## config.mk

```make
export PLATFORM = sky130hd
export DESIGN_NAME = order_book_table
export DESIGN_NICKNAME = d
export VERILOG_FILES = /design/src/rtl/obt_pkg.sv /design/src/rtl/order_book_table.sv /design/src/rtl/obt_cell.sv
export SDC_FILE = /design/constraint.sdc
export NUM_CORES = 2
export LEC_CHECK = 0
export CORE_MARGIN = 1.5
export CORE_UTILIZATION = 49
export DETAILED_ROUTE_END_ITERATION = 6
export DONT_BUFFER_PORTS = 1
export GPL_ROUTABILITY_DRIVEN = 0
export SKIP_CTS_REPAIR_TIMING = 1
export SYNTH_ARGS = -nofsm -noshare
export SYNTH_HDL_FRONTEND = slang
export SYNTH_HIERARCHICAL = 1
export SYNTH_SLANG_ARGS = --single-unit
```

## constraint.sdc

```tcl
create_clock -name clock -period 18.9 [get_ports clock]
set_clock_uncertainty 0.05 [all_clocks]
set_input_delay 3.78 -clock clock [delete_from_list [all_inputs] [get_ports clock]]
set_output_delay 3.78 -clock clock [all_outputs]
set_load 0.005 [all_outputs]
```

## src/rtl/obt_pkg.sv

```systemverilog
package obt_pkg;

   localparam int ID_W   = 32;
   localparam int PX_W   = 32;
   localparam int QTY_W  = 32;
   localparam int OP_W   = 2;
   localparam int STK_W  = 2;
   localparam int STAT_W = 2;
   localparam int SIZE_W = 4;

   localparam logic [OP_W-1:0] OP_ADD    = 2'd0;
   localparam logic [OP_W-1:0] OP_EXEC   = 2'd1;
   localparam logic [OP_W-1:0] OP_CANCEL = 2'd2;

   localparam logic [STAT_W-1:0] ST_DONE      = 2'd0;
   localparam logic [STAT_W-1:0] ST_FULL      = 2'd1;
   localparam logic [STAT_W-1:0] ST_NOT_FOUND = 2'd2;

   typedef struct packed {
      logic [OP_W-1:0]  opcode;
      logic [STK_W-1:0] stock;
      logic [ID_W-1:0]  order_ref;
      logic [PX_W-1:0]  price;
      logic [QTY_W-1:0] quantity;
      logic [PX_W-1:0]  prior_best;
   } req_type;

   typedef struct packed {
      logic [STAT_W-1:0] status;
      logic              better_price;
      logic              removed;
      logic [SIZE_W-1:0] book_size;
      logic [QTY_W-1:0]  remaining;
   } rsp_type;

   typedef struct packed {
      logic [ID_W-1:0]  id;
      logic [PX_W-1:0]  price;
      logic [QTY_W-1:0] qty;
   } entry_type;

   typedef struct packed {
      logic search_en;
      logic add_en;
      logic remove_en;
      logic update_en;
   } cell_ctl_type;

endpackage

```

## src/rtl/order_book_table.sv

```systemverilog
// channel  direction  ports                          payload
// req      in         req_valid, req_stall, req_data  obt_pkg::req_type
// rsp      out        rsp_valid, rsp_stall, rsp_data  obt_pkg::rsp_type
//
// each beat has a search cycle where every cell of the addressed book compares
// its id, then an apply cycle where the first-hit chain runs along the row and
// cells load, update or take their neighbour's entry.
// the next beat is taken in the apply cycle, while the last one is applied.
// reset clears the book counts and the handshake state; entries need no clear.
// a stalled result holds the apply cycle until the result register is free.
module order_book_table #(
   parameter int BOOK_DEPTH = 8,
   parameter int NUM_BOOKS  = 4
) (
   input  logic             clock,
   input  logic             reset,
   input  logic             req_valid,
   output logic             req_stall,
   input  obt_pkg::req_type req_data,
   output logic             rsp_valid,
   input  logic             rsp_stall,
   output obt_pkg::rsp_type rsp_data
);
   import obt_pkg::*;

   localparam int CNT_W = $clog2(BOOK_DEPTH+1);
   localparam logic [CNT_W-1:0] DEPTH_C = CNT_W'(BOOK_DEPTH);
   localparam logic [CNT_W-1:0] ONE_C   = CNT_W'(1);

   typedef enum logic [1:0] {S_IDLE, S_SEARCH, S_APPLY} state_type;

   state_type    state_ff;
   req_type      req_ff;
   rsp_type      rsp_ff, rsp_in;
   logic         rsp_valid_ff;
   logic [CNT_W-1:0] count_ff [NUM_BOOKS];
   logic [CNT_W-1:0] count_in;

   logic [NUM_BOOKS-1:0] sel;
   logic                 book_ok;
   logic [CNT_W-1:0]     count_sel;
   logic                 hit_sel;
   logic [QTY_W-1:0]     held_sel;
   logic                 apply_go, accept;
   logic                 do_add, do_remove, do_update;

   cell_ctl_type     ctl   [NUM_BOOKS];
   entry_type        ent_w [NUM_BOOKS][BOOK_DEPTH];
   logic             hit_w [NUM_BOOKS][BOOK_DEPTH+1];
   logic [QTY_W-1:0] fq_w  [NUM_BOOKS][BOOK_DEPTH];
   logic [QTY_W-1:0] held  [NUM_BOOKS];

   entry_type new_entry;
   assign new_entry = '{id: req_ff.order_ref, price: req_ff.price, qty: req_ff.quantity};

   assign apply_go  = (state_ff == S_APPLY) && (!rsp_valid_ff || !rsp_stall);
   assign req_stall = !((state_ff == S_IDLE) || apply_go);
   assign accept    = req_valid && !req_stall;
   assign rsp_valid = rsp_valid_ff;
   assign rsp_data  = rsp_ff;

   always_comb begin
      for (int b = 0; b < NUM_BOOKS; b++) begin
         sel[b] = (32'(req_ff.stock) == b);
      end
      book_ok = |sel;
   end

   genvar gb, gk;
   generate
      for (gb = 0; gb < NUM_BOOKS; gb++) begin : g_book
         assign hit_w[gb][0] = 1'b0;
         for (gk = 0; gk < BOOK_DEPTH; gk++) begin : g_cell
            entry_type nxt;
            if (gk == BOOK_DEPTH-1) begin : g_tail
               assign nxt = ent_w[gb][gk];
            end else begin : g_mid
               assign nxt = ent_w[gb][gk+1];
            end
            obt_cell #(.BOOK_DEPTH(BOOK_DEPTH), .IDX(gk)) u_cell (
               .clock      (clock),
               .ctl        (ctl[gb]),
               .count      (count_ff[gb]),
               .search_ref (req_ff.order_ref),
               .new_entry  (new_entry),
               .new_qty    (rsp_in.remaining),
               .next_entry (nxt),
               .hit_in     (hit_w[gb][gk]),
               .hit_out    (hit_w[gb][gk+1]),
               .first_qty  (fq_w[gb][gk]),
               .entry_out  (ent_w[gb][gk])
            );
         end
      end
   endgenerate

   // first-hit quantity per book, then pick the addressed book
   always_comb begin
      count_sel = '0;
      hit_sel   = 1'b0;
      held_sel  = '0;
      for (int b = 0; b < NUM_BOOKS; b++) begin
         held[b] = '0;
         for (int k = 0; k < BOOK_DEPTH; k++) begin
            held[b] = held[b] | fq_w[b][k];
         end
         if (sel[b]) begin
            count_sel = count_ff[b];
            hit_sel   = hit_w[b][BOOK_DEPTH];
            held_sel  = held[b];
         end
      end
   end

   always_comb begin
      rsp_in    = '0;
      count_in  = count_sel;
      do_add    = 1'b0;
      do_remove = 1'b0;
      do_update = 1'b0;
      if (book_ok) begin
         case (req_ff.opcode)
            OP_ADD: begin
               rsp_in.better_price = (req_ff.price > req_ff.prior_best);
               if (count_sel < DEPTH_C) begin
                  do_add   = 1'b1;
                  count_in = count_sel + ONE_C;
               end else begin
                  rsp_in.status = ST_FULL;
               end
            end
            OP_EXEC, OP_CANCEL: begin
               if (!hit_sel) begin
                  rsp_in.status = ST_NOT_FOUND;
               end else if ((req_ff.opcode == OP_CANCEL) ||
                            (req_ff.quantity >= held_sel)) begin
                  do_remove      = 1'b1;
                  rsp_in.removed = 1'b1;
                  count_in       = count_sel - ONE_C;
               end else begin
                  do_update        = 1'b1;
                  rsp_in.remaining = held_sel - req_ff.quantity;
               end
            end
            default: begin
            end
         endcase
         rsp_in.book_size = SIZE_W'(count_in);
      end
   end

   always_comb begin
      for (int b = 0; b < NUM_BOOKS; b++) begin
         ctl[b].search_en = (state_ff == S_SEARCH) && sel[b];
         ctl[b].add_en    = apply_go && sel[b] && do_add;
         ctl[b].remove_en = apply_go && sel[b] && do_remove;
         ctl[b].update_en = apply_go && sel[b] && do_update;
      end
   end

   always_ff @(posedge clock) begin
      for (int b = 0; b < NUM_BOOKS; b++) begin
         if (reset) begin
            count_ff[b] <= '0;
         end else if (apply_go && sel[b]) begin
            count_ff[b] <= count_in;
         end
      end
   end

   always_ff @(posedge clock) begin
      if (reset) begin
         state_ff     <= S_IDLE;
         rsp_valid_ff <= 1'b0;
      end else begin
         case (state_ff)
            S_IDLE: begin
               if (accept) state_ff <= S_SEARCH;
            end
            S_SEARCH: begin
               state_ff <= S_APPLY;
            end
            S_APPLY: begin
               if (apply_go) state_ff <= accept ? S_SEARCH : S_IDLE;
            end
            default: begin
               state_ff <= S_IDLE;
            end
         endcase
         if (apply_go) begin
            rsp_valid_ff <= 1'b1;
         end else if (!rsp_stall) begin
            rsp_valid_ff <= 1'b0;
         end
      end
      if (accept) req_ff <= req_data;
      if (apply_go) rsp_ff <= rsp_in;
   end

endmodule

```

## src/rtl/obt_cell.sv

```systemverilog
module obt_cell #(
   parameter int BOOK_DEPTH = 8,
   parameter int IDX        = 0
) (
   input  logic                                  clock,
   input  obt_pkg::cell_ctl_type                 ctl,
   input  logic [$clog2(BOOK_DEPTH+1)-1:0]       count,
   input  logic [obt_pkg::ID_W-1:0]              search_ref,
   input  obt_pkg::entry_type                    new_entry,
   input  logic [obt_pkg::QTY_W-1:0]             new_qty,
   input  obt_pkg::entry_type                    next_entry,
   input  logic                                  hit_in,
   output logic                                  hit_out,
   output logic [obt_pkg::QTY_W-1:0]             first_qty,
   output obt_pkg::entry_type                    entry_out
);
   import obt_pkg::*;

   localparam int CNT_W = $clog2(BOOK_DEPTH+1);
   localparam logic [CNT_W-1:0] MY_IDX = CNT_W'(IDX);

   entry_type entry_ff, entry_in;
   logic      match_ff, match_in;
   logic      first;

   always_comb begin
      first     = match_ff & ~hit_in;
      hit_out   = hit_in | match_ff;
      first_qty = first ? entry_ff.qty : '0;
      entry_out = entry_ff;

      match_in = match_ff;
      if (ctl.search_en) begin
         match_in = (entry_ff.id == search_ref) && (MY_IDX < count);
      end

      entry_in = entry_ff;
      if (ctl.add_en && (count == MY_IDX)) begin
         entry_in = new_entry;
      end
      // at or past the removed slot: take the neighbour's entry
      if (ctl.remove_en && hit_out) begin
         entry_in = next_entry;
      end
      if (ctl.update_en && first) begin
         entry_in.qty = new_qty;
      end
   end

   always_ff @(posedge clock) begin
      entry_ff <= entry_in;
      match_ff <= match_in;
   end

endmodule
```

* Yosys cells after proc, flatten, opt, wreduce, memory -nomap -nowiden *
Memories as Yosys holds them, arrays and structs flattened.
Cells that the tools add are included.

storage, ports and cells
  register bits after elaboration = 3151
  RAM bits = 16
  input bits = 136
  output and inout port bits = 42
  memories = 1

operators by class
  add/sub/neg operators = 3
  magnitude comparators = 35
  equality and inequality tests = 74
  mux-type cells = 187
  bitwise logic cells = 120
  reductions and logical operators = 235

memories
  name      words  bits a word  read ports  clocked after memory_dff  write ports  RTL line                text
  count_ff  4      4            4           0                         4            order_book_table.sv:36  logic [CNT_W-1:0] count_ff [NUM_BOOKS];

operators by type and width
  operator                                                    count
  2-to-1 mux 96 bit                                           56
  2-to-1 mux 32 bit                                           80
  == test 32 bit                                              32
  bitwise OR 32 bit                                           28
  logical AND 1 bit                                           150
  nonzero test 3 bit                                          28
  == test 4 x 3 -> 1 bit (second input constant)              16
  less-than comparator 3 x 4 -> 1 bit (first input constant)  16
  nonzero test 2 bit                                          32
  2-to-1 mux 4 bit                                            12
  2-to-1 mux 1 bit                                            33
  == test 4 x 2 -> 1 bit (second input constant)              8
  >= comparator 32 bit                                        1
  greater-than comparator 32 bit                              1
  less-than comparator 1 x 4 -> 1 bit (first input constant)  8
  less-than comparator 2 x 4 -> 1 bit (first input constant)  8
  NOT 1 bit                                                   32
  bitwise OR 1 bit                                            32
  subtractor 32 bit                                           1
  AND 1 bit                                                   28
  AND reduction 2 bit                                         10
  == test 4 x 1 -> 1 bit (second input constant)              4
  zero test 4 bit                                             4
  inequality test 2 bit (second input constant)               6
  15 further kinds                                            28

* Logic depth before layout (Yosys ltp) *
  word-level depth = 24
  gate-level depth with buffers = 29
  gate-level depth less buffers = 26

* Cells and area by module *
The synthesis kept the hierarchy.

by module, submodules not included
  module                                      instances  cells each  area each (µm²)
  obt_cell at g_book[0].g_cell[4].u_cell ...  8          361         4968.5
  obt_cell at g_book[0].g_cell[0].u_cell ...  8          361         4963.5
  obt_cell at g_book[0].g_cell[6].u_cell ...  4          360         5014.8
  obt_cell at g_book[0].g_cell[3].u_cell ...  4          360         5011.1
  obt_cell at g_book[0].g_cell[7].u_cell ...  4          360         5008.6
  obt_cell at g_book[0].g_cell[2].u_cell ...  4          361         4989.8
  order_book_table                            1          1171        11956.5

* Least setup slack after synthesis *
No wires, ideal clock.

  kind = input port to flip-flop
  start = input rsp_stall
  end = register g_book[0].g_cell[3].u_cell.entry_ff (netlist bit g_book[0].g_cell[3].u_cell/entry_out[0]) (enable)
  library setup time = 0.375 ns
  data arrival time = 12.685 ns
  data required time = 18.475 ns
  path slack = 5.790 ns
  stages on the path = 6
  buffers on the path = 0
  path through = a21oi_1 nand2_1 nor2_1 nand3_1 o31ai_1 or2_2

RTL lines
  what                    RTL line                text
  start: declaration      order_book_table.sv:21  input logic rsp_stall,
  end signal: assignment  obt_cell.sv:51          entry_ff <= entry_in;
  end: declaration        obt_cell.sv:22          entry_type entry_ff, entry_in;

==> impl_metrics.env <==
export IMPL_status="completed"
export IMPL_grt_antenna_before_repair=9
export IMPL_required_ps=19280
export IMPL_cpMaxStageDelayCell="or2_2"
export IMPL_syn_area_per_cell_sq_um=12.2
export IMPL_critPathCaptureType="register"
export IMPL_routedWlPerCell_um=27.7
export IMPL_portBuffers=0
export IMPL_ff2ff_path_depth=29
export IMPL_timing_rr_end="g_book[3].g_cell[0].u_cell/entry_out[17]"
export IMPL_grtUsageTotal_pct=28.9
export IMPL_postPlaceCellArea_sq_mm=0.131
export IMPL_grt_remaining_overflow=0
export IMPL_setup_viol=0
export IMPL_clk_pin_slew_ps=60
export IMPL_crit_top_cell="or2_4"
export IMPL_nNetsFinal=10700
export IMPL_worstHoldStart="state_ff[0]"
export IMPL_clockBufferDepth=4
export IMPL_worstHoldPathType="reg2reg"
export IMPL_power_density_mw_per_mm2=84.1
export IMPL_core_area_sq_mm=0.262
export IMPL_drc=0
export IMPL_hold_path_end="state_ff[1]"
export IMPL_grt_pass1_vias=84900
export IMPL_cts_root_buf="clkbuf_16"
export IMPL_setup_ws_ps=9200
export IMPL_clock_latency_ps=860
export IMPL_setup_tns_final_ps=0
export IMPL_fin_crit_ps=9700
export IMPL_ant_nets=0
export IMPL_r2r_start="g_book[0].g_cell[0].u_cell/match_ff"
export IMPL_hold_violations=0
export IMPL_cts_buffers_inserted=270
export IMPL_arrival_ps=10070
export IMPL_cts_sinks=2271
export IMPL_mostFrequentLayoutCell="edfxtp_1"
export IMPL_cts_htree_levels=5
export IMPL_routed_wl_um=395000
export IMPL_design_area_sq_mm=0.140
export IMPL_post_place_cells=13800
export IMPL_grt_max_degree=68
export IMPL_rsz0062_at_grt="false"
export IMPL_final_layout_size_suffix_gt1_share_pct=17.4
export IMPL_total_power_mw=11.8
export IMPL_fin_util_pct=53.4
export IMPL_first_pass_iters=6
export IMPL_fmax_mhz=103
export IMPL_drv_cap=0
export IMPL_vdd_ir_drop_max_v=0.0000916
export IMPL_dp_hpwl_um=249000
export IMPL_syn_inst=10600
export IMPL_stdcell_count=14200
export IMPL_dieArea_sq_mm=0.266
export IMPL_syn_area_sq_mm=0.129
export IMPL_hold_worst_slack_ps=442
export IMPL_holdPathStages=1
export IMPL_die_h_um=516
export IMPL_relSlewSlack_pct=7.18
export IMPL_crit_buf_inv=4
export IMPL_start_util_pct=49.2
export IMPL_syn2layout_area_growth_pct=8.50
export IMPL_critPathKind="reg2reg"
export IMPL_cts_tree="built"
export IMPL_io_pins=178
export IMPL_yosysWarnings=6
export IMPL_place_ws_ps=9260
export IMPL_drtIter0Drc=8754
export IMPL_layout_common_cells="edfxtp_1, nand2_1, mux2_2"
export IMPL_rows=188
export IMPL_grt_first_pass_wirelength_um=574000
export IMPL_crit_path_max_fanout=65
export IMPL_tightestPinTransition_ps=1380
export IMPL_viasPerCell=5.99
export IMPL_vias=85300
export IMPL_fillers=22300
export IMPL_timing_final_crit_share_pct=51.3
export IMPL_slew_violations=0
export IMPL_path_delay_family="simple AND/OR/NAND/NOR gates"
export IMPL_start_kind="register"
export IMPL_die_width_um=516
export IMPL_max_stage_delay_ps=910
export IMPL_p_leak_nw=53.5
export IMPL_reg2reg_setup_slack_ps=9200
report_power, final:
part / switching [mW] / total, mW / internal, mW / leakage [nW]
Clock: 2.10 / 5.09 / 2.99 / 4.12
Combinational: 0.675 / 1.02 / 0.349 / 28.8
Sequential: 0.0320 / 5.64 / 5.61 / 20.6
Total: 2.81 / 11.8 / 8.95 / 53.5
worst reg2reg max path: cells and delay by family, from the launching register on:
family | cells | cell delay [ps]
buf+inv | 4 | 1510
fa+ha+maj | 1 | 410
simple gates | 18 | 5260
compound gates | 6 | 1630
flops | 1 | 390
final cells by class:
class,instances,area [sq um],area share [%]
well taps,3515,4400,3.15
clock buffers,339,7250,5.19
inverters,86,323,0.231
repair buffers,251,1950,1.39
diodes,8,20.0,0.0143
clock inverters,127,1170,0.836
multi-input cells,7640,56500,40.4
flip-flops and latches,2271,68200,48.8
state kept, by name, indices dropped and copies added, names as in the netlist:
signal,flops
count_ff,16
new_entry,96
rsp_data,40
g_book.g_cell.u_cell/match_ff,32
req_ff,36
rsp_valid,1
state_ff,2
g_book.g_cell.u_cell/entry_out,2048
routing by layer:
| metal | track usage [%] | wire length (um) | vias to the layer above |
|---|---|---|---|
| li1 | - | - | 38600 |
| met1 | 40.3 | 171000 | 42200 |
| met2 | 44.8 | 176000 | 3741 |
| met3 | 3.34 | 27100 | 800 |
| met4 | 14.0 | 20800 | 4 |
| met5 | 0 | 22 | - |
how the worst max path moves through the flow:
| stage | start | end | slack [ps] | cells after the start |
|---|---|---|---|---|
| 2_1_floorplan | rsp_stall | g_book[0].g_cell[3].u_cell/entry_out[0] | 8330 | 6 |
| 3_3_place_gp | g_book[3].g_cell[0].u_cell/match_ff | g_book[3].g_cell[0].u_cell/entry_out[14] | 9380 | 28 |
| 3_5_place_dp | g_book[0].g_cell[0].u_cell/match_ff | g_book[3].g_cell[0].u_cell/entry_out[6] | 9260 | 29 |
| 4_1_cts | g_book[3].g_cell[0].u_cell/match_ff | g_book[3].g_cell[0].u_cell/entry_out[17] | 9210 | 28 |
| 5_1_grt | g_book[0].g_cell[0].u_cell/match_ff | g_book[3].g_cell[0].u_cell/entry_out[12] | 8830 | 29 |
| 6_report | g_book[0].g_cell[0].u_cell/match_ff | g_book[3].g_cell[0].u_cell/entry_out[17] | 9200 | 29 |
No activity file was read; power rests on OpenSTA's default activity.
